[config.mk]
export PLATFORM = sky130hd
export DESIGN_NAME = radix_digit_converter_core
export DESIGN_NICKNAME = d
export VERILOG_FILES = /design/src/hw/rtl/rdc_pkg.sv /design/src/hw/rtl/rdc_ram.sv /design/src/hw/rtl/rdc_divider.sv /design/src/hw/rtl/radix_digit_converter_core.sv
export SDC_FILE = /design/constraint.sdc
export NUM_CORES = 1
export LEC_CHECK = 0
export ABC_AREA = 1
export BUFFER_PORTS_ARGS = -buffer_cell sky130_fd_sc_hd__buf_2
export CAP_MARGIN = 20
export CORE_MARGIN = 2
export CORE_UTILIZATION = 60
export CTS_BUF_LIST = sky130_fd_sc_hd__clkbuf_4 sky130_fd_sc_hd__clkbuf_8
export DETAILED_ROUTE_END_ITERATION = 6
export PLACE_DENSITY = 0.78
export SLEW_MARGIN = 25
export SYNTH_ARGS = -nofsm -noshare
export SYNTH_HDL_FRONTEND = slang
export SYNTH_SLANG_ARGS = --single-unit
[constraint.sdc]
create_clock -name i_clk -period 26.2 [get_ports i_clk]
set_input_delay 5.24 -clock i_clk [delete_from_list [all_inputs] [get_ports i_clk]]
set_output_delay 5.24 -clock i_clk [all_outputs]
set_load 0.05 [all_outputs]
[src/hw/rtl/rdc_pkg.sv]
// types, constants and helpers shared by the radix digit converter
`default_nettype none

package rdc_pkg;

    // field widths fixed by the item format
    localparam int VALUE_FIELD_W = 64;
    localparam int RADIX_W       = 5;
    localparam int CHAR_W        = 7;
    localparam int DIGIT_W       = 4;

    // sizing of the datapath and the digit store
    localparam int VALUE_WIDTH = 64;
    localparam int MAX_DIGITS  = 64;
    localparam int ADDR_W      = (MAX_DIGITS > 1) ? $clog2(MAX_DIGITS) : 1;

    // the divider consumes this many dividend bits per cycle
    localparam int STEP_BITS = 8;
    localparam int CHUNKS    = (VALUE_WIDTH + STEP_BITS - 1) / STEP_BITS;
    localparam int WORK_W    = CHUNKS * STEP_BITS;
    localparam int STEP_W    = (CHUNKS > 1) ? $clog2(CHUNKS) : 1;

    // radix limits and character codes
    localparam logic [RADIX_W-1:0] RADIX_MIN   = RADIX_W'(2);
    localparam logic [RADIX_W-1:0] RADIX_MAX   = RADIX_W'(16);
    localparam logic [DIGIT_W-1:0] DECIMAL_TEN = DIGIT_W'(10);
    localparam logic [CHAR_W-1:0]  CHAR_ZERO   = CHAR_W'(8'h30);
    localparam logic [CHAR_W-1:0]  CHAR_A      = CHAR_W'(8'h61);

    typedef struct packed {
        logic [VALUE_FIELD_W-1:0] value;
        logic [RADIX_W-1:0]       radix;
    } t_in_item;

    typedef struct packed {
        logic [CHAR_W-1:0] digit_char;
        logic              bad_radix;
        logic              last;
    } t_out_item;

    // commands from the controller to the divider
    typedef struct packed {
        logic                     load;
        logic                     next;
        logic [VALUE_FIELD_W-1:0] value;
        logic [RADIX_W-1:0]       radix;
    } t_div_cmd;

    // divider status back to the controller
    typedef struct packed {
        logic               done;
        logic               quot_zero;
        logic [DIGIT_W-1:0] digit;
    } t_div_stat;

    typedef enum logic [2:0] {
        S_IDLE,
        S_DIV,
        S_BAD,
        S_RD,
        S_EMIT
    } t_state;

    // digit value to lower-case ascii
    function automatic logic [CHAR_W-1:0] to_ascii(input logic [DIGIT_W-1:0] d);
        logic [CHAR_W-1:0] c;
        if (d < DECIMAL_TEN) begin
            c = CHAR_ZERO + CHAR_W'(d);
        end else begin
            c = CHAR_A + CHAR_W'(d - DECIMAL_TEN);
        end
        return c;
    endfunction

endpackage

`default_nettype wire

[src/hw/rtl/rdc_ram.sv]
// generic single-write, single-read ram with registered read data
`default_nettype none

module rdc_ram #(
    parameter int WIDTH = 4,
    parameter int DEPTH = 64
) (
    input  wire logic                                     i_clk,
    input  wire logic                                     i_we,
    input  wire logic [((DEPTH > 1) ? $clog2(DEPTH) : 1)-1:0] i_waddr,
    input  wire logic [WIDTH-1:0]                         i_wdata,
    input  wire logic [((DEPTH > 1) ? $clog2(DEPTH) : 1)-1:0] i_raddr,
    output logic      [WIDTH-1:0]                         o_rdata
);

    logic [WIDTH-1:0] r_mem [DEPTH];
    logic [WIDTH-1:0] r_rdata;

    // write port
    always_ff @(posedge i_clk) begin
        if (i_we) begin
            r_mem[i_waddr] <= i_wdata;
        end
    end

    // registered read port
    always_ff @(posedge i_clk) begin
        r_rdata <= r_mem[i_raddr];
    end

    assign o_rdata = r_rdata;

endmodule

`default_nettype wire

[src/hw/rtl/rdc_divider.sv]
// iterative divider: one digit by long division, a byte of dividend per cycle
`default_nettype none

module rdc_divider (
    input  wire logic             i_clk,
    input  wire logic             i_rst_n,
    input  wire rdc_pkg::t_div_cmd i_cmd,
    output rdc_pkg::t_div_stat     o_stat
);

    logic [rdc_pkg::WORK_W-1:0]  r_work;
    logic [rdc_pkg::WORK_W-1:0]  n_work;
    logic [rdc_pkg::DIGIT_W-1:0] r_rem;
    logic [rdc_pkg::DIGIT_W-1:0] n_rem;
    logic [rdc_pkg::RADIX_W-1:0] r_radix;
    logic [rdc_pkg::STEP_W-1:0]  r_step;
    logic                        r_busy;
    logic                        r_done;
    logic [rdc_pkg::STEP_BITS-1:0] q_bits;

    // restoring division over the top byte of the working word
    always_comb begin
        logic [rdc_pkg::DIGIT_W:0]     t;
        logic [rdc_pkg::DIGIT_W-1:0]   rem;
        logic [rdc_pkg::STEP_BITS-1:0] bits;
        rem    = r_rem;
        bits   = r_work[rdc_pkg::WORK_W-1 -: rdc_pkg::STEP_BITS];
        q_bits = '0;
        for (int i = rdc_pkg::STEP_BITS - 1; i >= 0; i--) begin
            t = {rem, bits[i]};
            if (t >= r_radix) begin
                t         = t - r_radix;
                q_bits[i] = 1'b1;
            end
            rem = t[rdc_pkg::DIGIT_W-1:0];
        end
        n_rem  = rem;
        n_work = (r_work << rdc_pkg::STEP_BITS) | rdc_pkg::WORK_W'(q_bits);
    end

    // control: load a new value, or restart on the previous quotient
    always_ff @(posedge i_clk) begin
        if (!i_rst_n) begin
            r_busy <= 1'b0;
            r_done <= 1'b0;
            r_step <= '0;
        end else begin
            r_done <= 1'b0;
            if (i_cmd.load || i_cmd.next) begin
                r_busy <= 1'b1;
                r_step <= '0;
            end else if (r_busy) begin
                r_step <= r_step + 1'b1;
                if (r_step == rdc_pkg::STEP_W'(rdc_pkg::CHUNKS - 1)) begin
                    r_busy <= 1'b0;
                    r_done <= 1'b1;
                end
            end
        end
    end

    // datapath registers; the quotient shifts in behind the dividend
    always_ff @(posedge i_clk) begin
        if (i_cmd.load) begin
            r_work  <= rdc_pkg::WORK_W'(i_cmd.value[rdc_pkg::VALUE_WIDTH-1:0]);
            r_radix <= i_cmd.radix;
            r_rem   <= '0;
        end else if (i_cmd.next) begin
            r_rem <= '0;
        end else if (r_busy) begin
            r_work <= n_work;
            r_rem  <= n_rem;
        end
    end

    assign o_stat.done      = r_done;
    assign o_stat.quot_zero = (r_work == '0);
    assign o_stat.digit     = r_rem;

endmodule

`default_nettype wire

[src/hw/rtl/radix_digit_converter_core.sv]
// radix digit converter top level: control, digit store and output register
//
//  channel | direction | handshake            | payload
//  in      | sink      | i_in_valid/o_in_stall | i_in_item  (value, radix)
//  out     | source    | o_out_valid/i_out_stall | o_out_item (digit_char, bad_radix, last)
//
// each digit takes one pass of the divider over the dividend bytes; an item with n digits
// takes n divider passes, one store read and n transfers of read-out, most significant
// digit first. a bad radix gives one character with bad_radix set. one item is worked on
// at a time; o_in_stall is high until the last character is in the output register.
// output stall holds the read-out. reset is synchronous, active low, clears control state.
`default_nettype none

module radix_digit_converter_core (
    input  wire logic               i_clk,
    input  wire logic               i_rst_n,
    input  wire logic               i_in_valid,
    output logic                    o_in_stall,
    input  wire rdc_pkg::t_in_item  i_in_item,
    output logic                    o_out_valid,
    input  wire logic               i_out_stall,
    output rdc_pkg::t_out_item      o_out_item
);

    rdc_pkg::t_state    r_state;
    rdc_pkg::t_state    n_state;
    logic [rdc_pkg::ADDR_W-1:0]  r_cnt;
    logic [rdc_pkg::ADDR_W-1:0]  n_cnt;
    logic [rdc_pkg::ADDR_W-1:0]  r_idx;
    logic [rdc_pkg::ADDR_W-1:0]  n_idx;
    logic                        r_out_valid;
    rdc_pkg::t_out_item          r_out;
    rdc_pkg::t_div_cmd           div_cmd;
    rdc_pkg::t_div_stat          div_stat;
    logic                        in_fire;
    logic                        radix_ok;
    logic                        out_free;
    logic                        out_load;
    rdc_pkg::t_out_item          out_next;
    logic                        ram_we;
    logic [rdc_pkg::ADDR_W-1:0]  ram_raddr;
    logic [rdc_pkg::DIGIT_W-1:0] ram_rdata;

    assign in_fire  = i_in_valid && !o_in_stall;
    assign radix_ok = (i_in_item.radix >= rdc_pkg::RADIX_MIN)
                   && (i_in_item.radix <= rdc_pkg::RADIX_MAX);
    assign out_free = !r_out_valid || !i_out_stall;

    rdc_divider u_div (
        .i_clk   (i_clk),
        .i_rst_n (i_rst_n),
        .i_cmd   (div_cmd),
        .o_stat  (div_stat)
    );

    rdc_ram #(
        .WIDTH (rdc_pkg::DIGIT_W),
        .DEPTH (rdc_pkg::MAX_DIGITS)
    ) u_store (
        .i_clk   (i_clk),
        .i_we    (ram_we),
        .i_waddr (r_cnt),
        .i_wdata (div_stat.digit),
        .i_raddr (ram_raddr),
        .o_rdata (ram_rdata)
    );

    // next state, divider commands, store access and output load
    always_comb begin
        n_state         = r_state;
        n_cnt           = r_cnt;
        n_idx           = r_idx;
        div_cmd.load    = 1'b0;
        div_cmd.next    = 1'b0;
        div_cmd.value   = i_in_item.value;
        div_cmd.radix   = i_in_item.radix;
        ram_we          = 1'b0;
        ram_raddr       = r_idx;
        out_load        = 1'b0;
        out_next.digit_char = rdc_pkg::to_ascii(ram_rdata);
        out_next.bad_radix  = 1'b0;
        out_next.last       = (r_idx == '0);
        o_in_stall      = (r_state != rdc_pkg::S_IDLE);
        unique case (r_state)
            rdc_pkg::S_IDLE: begin
                if (in_fire) begin
                    n_cnt = '0;
                    if (radix_ok) begin
                        div_cmd.load = 1'b1;
                        n_state      = rdc_pkg::S_DIV;
                    end else begin
                        n_state = rdc_pkg::S_BAD;
                    end
                end
            end
            rdc_pkg::S_DIV: begin
                if (div_stat.done) begin
                    ram_we = 1'b1;
                    if (div_stat.quot_zero
                        || (r_cnt == rdc_pkg::ADDR_W'(rdc_pkg::MAX_DIGITS - 1))) begin
                        n_idx   = r_cnt;
                        n_state = rdc_pkg::S_RD;
                    end else begin
                        n_cnt        = r_cnt + 1'b1;
                        div_cmd.next = 1'b1;
                    end
                end
            end
            rdc_pkg::S_BAD: begin
                out_next.digit_char = '0;
                out_next.bad_radix  = 1'b1;
                out_next.last       = 1'b1;
                if (out_free) begin
                    out_load = 1'b1;
                    n_state  = rdc_pkg::S_IDLE;
                end
            end
            rdc_pkg::S_RD: begin
                // read of the top digit is in flight
                n_state = rdc_pkg::S_EMIT;
            end
            rdc_pkg::S_EMIT: begin
                if (out_free) begin
                    out_load = 1'b1;
                    if (r_idx == '0) begin
                        n_state = rdc_pkg::S_IDLE;
                    end else begin
                        n_idx     = r_idx - 1'b1;
                        ram_raddr = r_idx - 1'b1;
                    end
                end
            end
            default: begin
                n_state = rdc_pkg::S_IDLE;
            end
        endcase
    end

    // state and counters
    always_ff @(posedge i_clk) begin
        if (!i_rst_n) begin
            r_state <= rdc_pkg::S_IDLE;
            r_cnt   <= '0;
            r_idx   <= '0;
        end else begin
            r_state <= n_state;
            r_cnt   <= n_cnt;
            r_idx   <= n_idx;
        end
    end

    // output register, free again once its transfer completes
    always_ff @(posedge i_clk) begin
        if (!i_rst_n) begin
            r_out_valid <= 1'b0;
        end else if (out_free) begin
            r_out_valid <= out_load;
        end
    end

    always_ff @(posedge i_clk) begin
        if (out_load) begin
            r_out <= out_next;
        end
    end

    assign o_out_valid = r_out_valid;
    assign o_out_item  = r_out;

endmodule

`default_nettype wire
======== Word-level counts from Yosys, hierarchy flattened ========
Memory sizes are Yosys's and may differ from the RTL's. A register that Yosys moved wholly into a read port is not among the register bits.
Cells that the tools add are included.
cells by class
  $add $sub $neg .......................... 14
  order comparisons ....................... 11
  equality and inequality tests ........... 14
  muxes and demuxes ....................... 55
  bitwise logic cells ..................... 3
  reductions and logical operators ........ 23
operators with widths
  operator                                                                count
  64-bit two-way mux                                                      3
  64-bit logical NOT                                                      1
  64-bit by 8-bit bitwise OR with 64-bit output                           1
  6-bit two-way mux                                                       8
  5-bit >= comparator                                                     8
  4-bit two-way mux                                                       8
  4-bit subtractor                                                        8
  1-bit two-way mux                                                       24
  6-bit case mux with 2 select lines                                      2
  3-bit two-way mux                                                       6
  3-bit case mux with 5 select lines                                      1
  2-bit != test (second input constant)                                   6
  6-bit by 4-bit adder with 7-bit output (first input constant)           1
  6-bit by 5-bit adder with 7-bit output (first input constant)           1
  7-bit two-way mux                                                       1
  6-bit by 1-bit adder with 6-bit output (second input constant)          1
  3-bit by 2-bit equality test with 1-bit output (second input constant)  2
  3-bit equality test (second input constant)                             2
  6-bit equality test (second input constant)                             1
  6-bit logical NOT                                                       1
  6-bit AND reduction                                                     1
  2-bit nonzero test                                                      3
  2-bit OR reduction                                                      3
  6-bit by 1-bit subtractor with 6-bit output (second input constant)     1
  18 further kinds                                                        26
word-level totals
  register bits after elaboration ......... 103
  RAM bits ................................ 256
  input port bits ......................... 73
  output and inout port bits .............. 11
  logic and storage cells ................. 134
  memories kept ........................... 1
memories
  name           depth  bits a word  read ports  clocked after Yosys merged registers in  write ports  RTL line       source
  u_store.r_mem  64     4            1           1                                        1            rdc_ram.sv:16  logic [WIDTH-1:0] r_mem [DEPTH];

======== Depth between registers and ports, before layout ========
  depth after elaboration ................. 20
  depth in mapped cells ................... 72
  mapped depth without buffers ............ 72

======== Modules after synthesis ========
A second synthesis with hierarchy kept.
second synthesis, totals
  cell total of the unflattened synthesis .. 1813
  area, all modules ....................... 17838.4 um^2
by module, submodules not included
  module                      times used  cells an instance  area an instance (um^2)  seq. area each (um^2)
  rdc_ram                     1           948                10881.7                  7767.4
  rdc_divider                 1           616                5197.5                   2252.2
  radix_digit_converter_core  1           249                1759.2                   590.6

======== Least setup slack after synthesis ========
OpenSTA, ideal clock, no wires.
  path type ............................... register -> register
  from .................................... register u_div.r_rem[1] in the netlist's numbering
  to ...................................... register u_div.r_rem[0] in the netlist's numbering
  setup time .............................. 0.070 ns
  arrival ................................. 10.752 ns
  required time ........................... 26.130 ns
  path slack .............................. 15.378 ns
  cell stages (with the launch flop) ...... 67
  buffers on the path ..................... 0
  clock period less this slack ............ 10.822 ns
  path through ............................ dfxtp_1 ha_1 a21oi_1 o21a_1 nor2_1 nor3_1 o21bai_2 o21ai_0 ha_1 nand2_1 nor2_1 nor3b_1 o21ai_0 a21o_1 inv_1 or2_2 nand2_1 ha_1 (+31 left out) inv_1 ha_1 a21oi_1 o21ai_0 nand2_1 nand2_1 a21oi_1 o21ai_0 ha_1 nand2_1 nor2_1 a211oi_1 o21ai_0 a21oi_1 inv_1 a21oi_1 o21ai_0 a21oi_1
between the ends
  cells in the longest elaborated chain, start to end .. 16
  elaborated cells between the ends (all ways) .. 23
  classes of those cells .................. add/sub (7); order compare (8); mux (8)
RTL lines
  element                                                  RTL line                              source
  start: declaration                                       rdc_divider.sv:13                     logic [rdc_pkg::DIGIT_W-1:0] r_rem;
  start signal: assignment                                 rdc_divider.sv:72                     r_rem <= n_rem;
  4-bit subtractor or 5-bit >= comparator (tied branches)  rdc_divider.sv:32, rdc_divider.sv:31
  4-bit two-way mux (*)                                    rdc_divider.sv:31                     if (t >= r_radix) begin
  4-bit subtractor or 5-bit >= comparator (tied branches)  rdc_divider.sv:32, rdc_divider.sv:31
  4-bit two-way mux (*)                                    rdc_divider.sv:31
  5-bit >= comparator or 4-bit subtractor (tied branches)  rdc_divider.sv:31, rdc_divider.sv:32
  4-bit two-way mux (*)                                    rdc_divider.sv:31
  4-bit subtractor or 5-bit >= comparator (tied branches)  rdc_divider.sv:32, rdc_divider.sv:31
  4-bit two-way mux (*)                                    rdc_divider.sv:31
  4-bit subtractor or 5-bit >= comparator (tied branches)  rdc_divider.sv:32, rdc_divider.sv:31
  4-bit two-way mux (*)                                    rdc_divider.sv:31
  4-bit subtractor or 5-bit >= comparator (tied branches)  rdc_divider.sv:32, rdc_divider.sv:31
  4-bit two-way mux (*)                                    rdc_divider.sv:31
  5-bit >= comparator or 4-bit subtractor (tied branches)  rdc_divider.sv:31, rdc_divider.sv:32
  4-bit two-way mux (*)                                    rdc_divider.sv:31
  5-bit >= comparator (*)                                  rdc_divider.sv:31
  4-bit two-way mux (*)                                    rdc_divider.sv:31
Mark *: on every way between the ends. The rest lies on a longest branch, timed or not.
A chain may end at the register's enable or synchronous reset.

======== Final worst setup path ========
  from .................................... register u_div.r_radix[1] in the netlist's numbering
  to ...................................... register u_div.r_rem[1] in the netlist's numbering
between the ends
  cells in the longest elaborated chain, start to end .. 16
  elaborated cells between the ends (all ways) .. 24
  classes of those cells .................. add/sub (8); order compare (8); mux (8)
RTL lines
  element                                                  RTL line                              source
  start: declaration                                       rdc_divider.sv:15                     logic [rdc_pkg::RADIX_W-1:0] r_radix;
  start signal: assignment                                 rdc_divider.sv:66                     r_radix <= i_cmd.radix;
  4-bit subtractor or 5-bit >= comparator (tied branches)  rdc_divider.sv:32, rdc_divider.sv:31
  4-bit two-way mux                                        rdc_divider.sv:31
  4-bit subtractor or 5-bit >= comparator (tied branches)  rdc_divider.sv:32, rdc_divider.sv:31
  4-bit two-way mux                                        rdc_divider.sv:31
  4-bit subtractor or 5-bit >= comparator (tied branches)  rdc_divider.sv:32, rdc_divider.sv:31
  4-bit two-way mux                                        rdc_divider.sv:31
  5-bit >= comparator or 4-bit subtractor (tied branches)  rdc_divider.sv:31, rdc_divider.sv:32
  4-bit two-way mux                                        rdc_divider.sv:31
  4-bit subtractor or 5-bit >= comparator (tied branches)  rdc_divider.sv:32, rdc_divider.sv:31
  4-bit two-way mux                                        rdc_divider.sv:31
  4-bit subtractor or 5-bit >= comparator (tied branches)  rdc_divider.sv:32, rdc_divider.sv:31
  4-bit two-way mux                                        rdc_divider.sv:31
  5-bit >= comparator or 4-bit subtractor (tied branches)  rdc_divider.sv:31, rdc_divider.sv:32
  4-bit two-way mux                                        rdc_divider.sv:31
  4-bit subtractor or 5-bit >= comparator (tied branches)  rdc_divider.sv:32, rdc_divider.sv:31
  4-bit two-way mux (*)                                    rdc_divider.sv:31
Marks and branches as above.

==> results.py <==
metrics = {
    "timing": {
        "fin_setup_tns_ns": 0,
        "worstMarginPinSlew_ns": 1.059,
        "post-route-period-util": 0.4816,
        "period_minus_slack_ns": 12.62,
        "max_freq_mhz": 79.25,
        "slew_viol_final": 0,
        "slew_headroom": 0.2942,
        "skew_ns": 0.04789,
        "hold_viol_final": 0,
        "finalSetupViolCount": 0,
        "rsz0062_at_grt": "no",
    },
    "clocking": {
        "clk_path_buf_depth": 3,
        "cts_tree": "done",
        "cts.repair.resized": 0,
        "root_buffer": "clkbuf_8",
        "htree_num_levels": 2,
        "clkSinkCount": 363,
        "cts_made_buffers": 56,
        "clock_latency_ns": 0.61,
        "holdBufCountCts": 0,
        "clkTransAtPathRegs_ns": 0.06,
        "cts_setup_buffers": 0,
    },
    "floorplan": {
        "ios": 84,
        "start_util": 0.6101,
        "placementRows": 63,
        "die_area_mm2": 0.03163,
        "core-area_mm2": 0.02972,
        "die_h_um": 177.8,
        "die_w_um": 177.8,
    },
    "yosys": {
        "synth_top_area_frac": 0.5532,
        "yosysMostFrequentCell": "nand2_1",
        "synthMuxAreaShare": 0,
        "synth_top_cells_by_count": "467 x nand2_1, 334 x edfxtp_1, 299 x nand3_1",
        "async_reset_ff_frac": 0,
        "synth_top_family_by_area": "simple AND/OR/NAND/NOR gates",
        "netlist_area_mm2": 0.01813,
        "yosys.area.top_type": "edfxtp_1",
        "synth_enable_flop_cells": 334,
        "syn_inst": 1864,
        "synthTopCellsByArea": "edfxtp_1 55%, nand2_1 9.7%, nand3_1 8.3%",
        "synth_fa_ha_area_frac": 0.04265,
        "synth_nets": 1994,
        "synth_area_per_cell_um2": 9.727,
        "synthSimpleGateAreaFrac": 0.2558,
        "ys_ff_latch": 363,
        "ys.flop_type": "edfxtp_1",
        "ys_types": 46,
        "ys_seq_area_frac": 0.5852,
        "synth-xor-area-share": 0.01014,
        "yosys_warnings": 0,
        "synth_compound_area_frac": 0.03664,
    },
    "critical_path": {
        "cp_num_buf_inv": 5,
        "cp.required_ns": 26.67,
        "path_max_fanout": 10,
        "slowest_stage": "edfxtp_1",
        "path_common_cell": "nand2_1",
        "worstSetupPathType": "reg -> reg",
        "cp-start-kind": "register",
        "crit_path_max_incr_delay_ns": 0.62,
        "endpoint_kind": "register",
        "cp.arrival_ns": 13.09,
        "crit_family": "compound AO/OA/AOI/OAI gates",
    },
    "global_routing": {
        "grt_antenna_before_repair": 0,
        "grt_start_max_net_pins": 97,
        "grt_pass1_vias": 13242,
        "overflow": 0,
        "grt_use_total": 0.2658,
        "grt_pass1_wl_mm": 66.01,
    },
    "outcome": {
        "status": "complete, no violations",
    },
    "route": {
        "viasPerCell": 5.745,
        "detail-route-antenna-nets": 0,
        "first_iter_violations": 1418,
        "vias": 13609,
        "drc": 0,
        "wl_per_cell_um": 17.82,
        "dr.pass1.iters": 6,
        "postRouteWirelength_mm": 42.21,
    },
    "final_layout": {
        "multi_input_area_mm2": 0.006292,
        "seq_area_mm2": 0.01062,
        "diodes": 0,
        "fin_nets": 2066,
        "syn_to_final_growth_pct": 9.944,
        "drive_above_1_share": 0.1172,
        "fillers": 2248,
    },
    "placed_design": {
        "port-buffer-count": 83,
        "gp_congestion": 0.8834,
        "dpl.hpwl_mm": 26.10,
    },
    "min_path": {
        "holdCritPathClass": "reg -> reg",
    },
    "flow_run": {
        "cap_violations": 0,
    },
}
per-stage QoR:
stage | util | instances | worst slack, ns | area (um^2) | hold WS, ns
after global placement | 0.6303 | 2268 | 14.88 | 18730 | 0.4524
after CTS | 0.6708 | 2369 | 13.83 | 19930 | 0.4736
after global routing | 0.6708 | 2369 | 12.49 | 19930 | 0.5052
after detailed placement | 0.6303 | 2268 | 13.98 | 18730 | 0.4634
after floorplan | - | 1864 | 15.38 | 18130 | 0.4447
final | 0.6708 | 2369 | 13.58 | 19930 | 0.4712
worst reg2reg max path, delay by kind of cell (launching register included):
family          cells  cell delay [ns]
compound gates     25             5.25
fa+ha+maj           8             2.64
buf+inv             5             0.84
flops               1             0.62
simple gates       30             3.17
cell type report:
cell class              instances  share of cell area
well taps                     390             0.02448
clock buffers                  85             0.05147
multi-input cells            1201              0.3157
clock inverters                16            0.008913
flip-flops and latches        363              0.5325
repair buffers                 97             0.02611
inverters                     217             0.04086
final timing paths:
| check | endpoint | start | cells after the start | slack, ns |
|---|---|---|---|---|
| max | u_div.r_rem[1]$_SDFFE_PP0P_ | u_div.r_radix[1]$_DFFE_PP_ | 68 | 13.58 |
| max reg2reg | u_div.r_rem[1]$_SDFFE_PP0P_ | u_div.r_radix[1]$_DFFE_PP_ | 68 | 13.58 |
| min | u_div.r_step[2]$_SDFFE_PP0P_ | u_div.r_step[2]$_SDFFE_PP0P_ | 2 | 0.47 |
| min reg2reg | u_div.r_step[2]$_SDFFE_PP0P_ | u_div.r_step[2]$_SDFFE_PP0P_ | 2 | 0.47 |
layer usage:
layer / wire, um / track usage
met2: 21150 / 0.4611
met4: 1505 / 0.1083
met3: 3110 / 0.03556
met1: 16450 / 0.3373
met5: 0 / 0
sequential cells by signal, indices dropped and copies added, names as in the netlist, 4 cells and up:
register         flops
o_out_item           9
r_cnt                6
r_idx                6
u_div.r_radix        5
u_div.r_rem          4
u_div.r_work        64
u_store.o_rdata      4
u_store.r_mem      256
layout by cell type, fill, tap and decap left out, types with 3 or more instances in the layout:
master and instances:
nand2_1 466, edfxtp_1 334, nand3_1 299, inv_1 210, nor2_1 100, buf_2 83
nand3b_1 81, clkbuf_8 62, o21ai_0 54, ha_1 49, a21oi_1 36, dfxtp_1 25
clkbuf_4 23, nor4_1 16, buf_4 14, nand4_1 11, xor2_1 11, xnor2_1 10
or2_2 8, fa_1 8, o21ai_1 7, clkinv_2 7, nor3_1 5, inv_2 5
a21oi_2 5, clkinv_1 5, dfxtp_2 4, a41oi_1 3, and2_1 3, nand2_4 3
bufinv_16 3
kinds of logic (layout without fill, tap and decap cells):
| logic type | after synthesis | count (layout) |
|---|---|---|
| XOR/XNOR | 21 | 21 |
| AND/OR/NAND/NOR | 1004 | 1004 |
| adder cells (fa/ha/maj) | 57 | 57 |
| flip-flops | 363 | 363 |
| AO/OA/AOI/OAI | 119 | 119 |
| buffers and inverters | 300 | 415 |
Power is left out: the tool's default activity adds up to more than one toggle a clock period on the data nets, which glitch-free logic cannot reach.
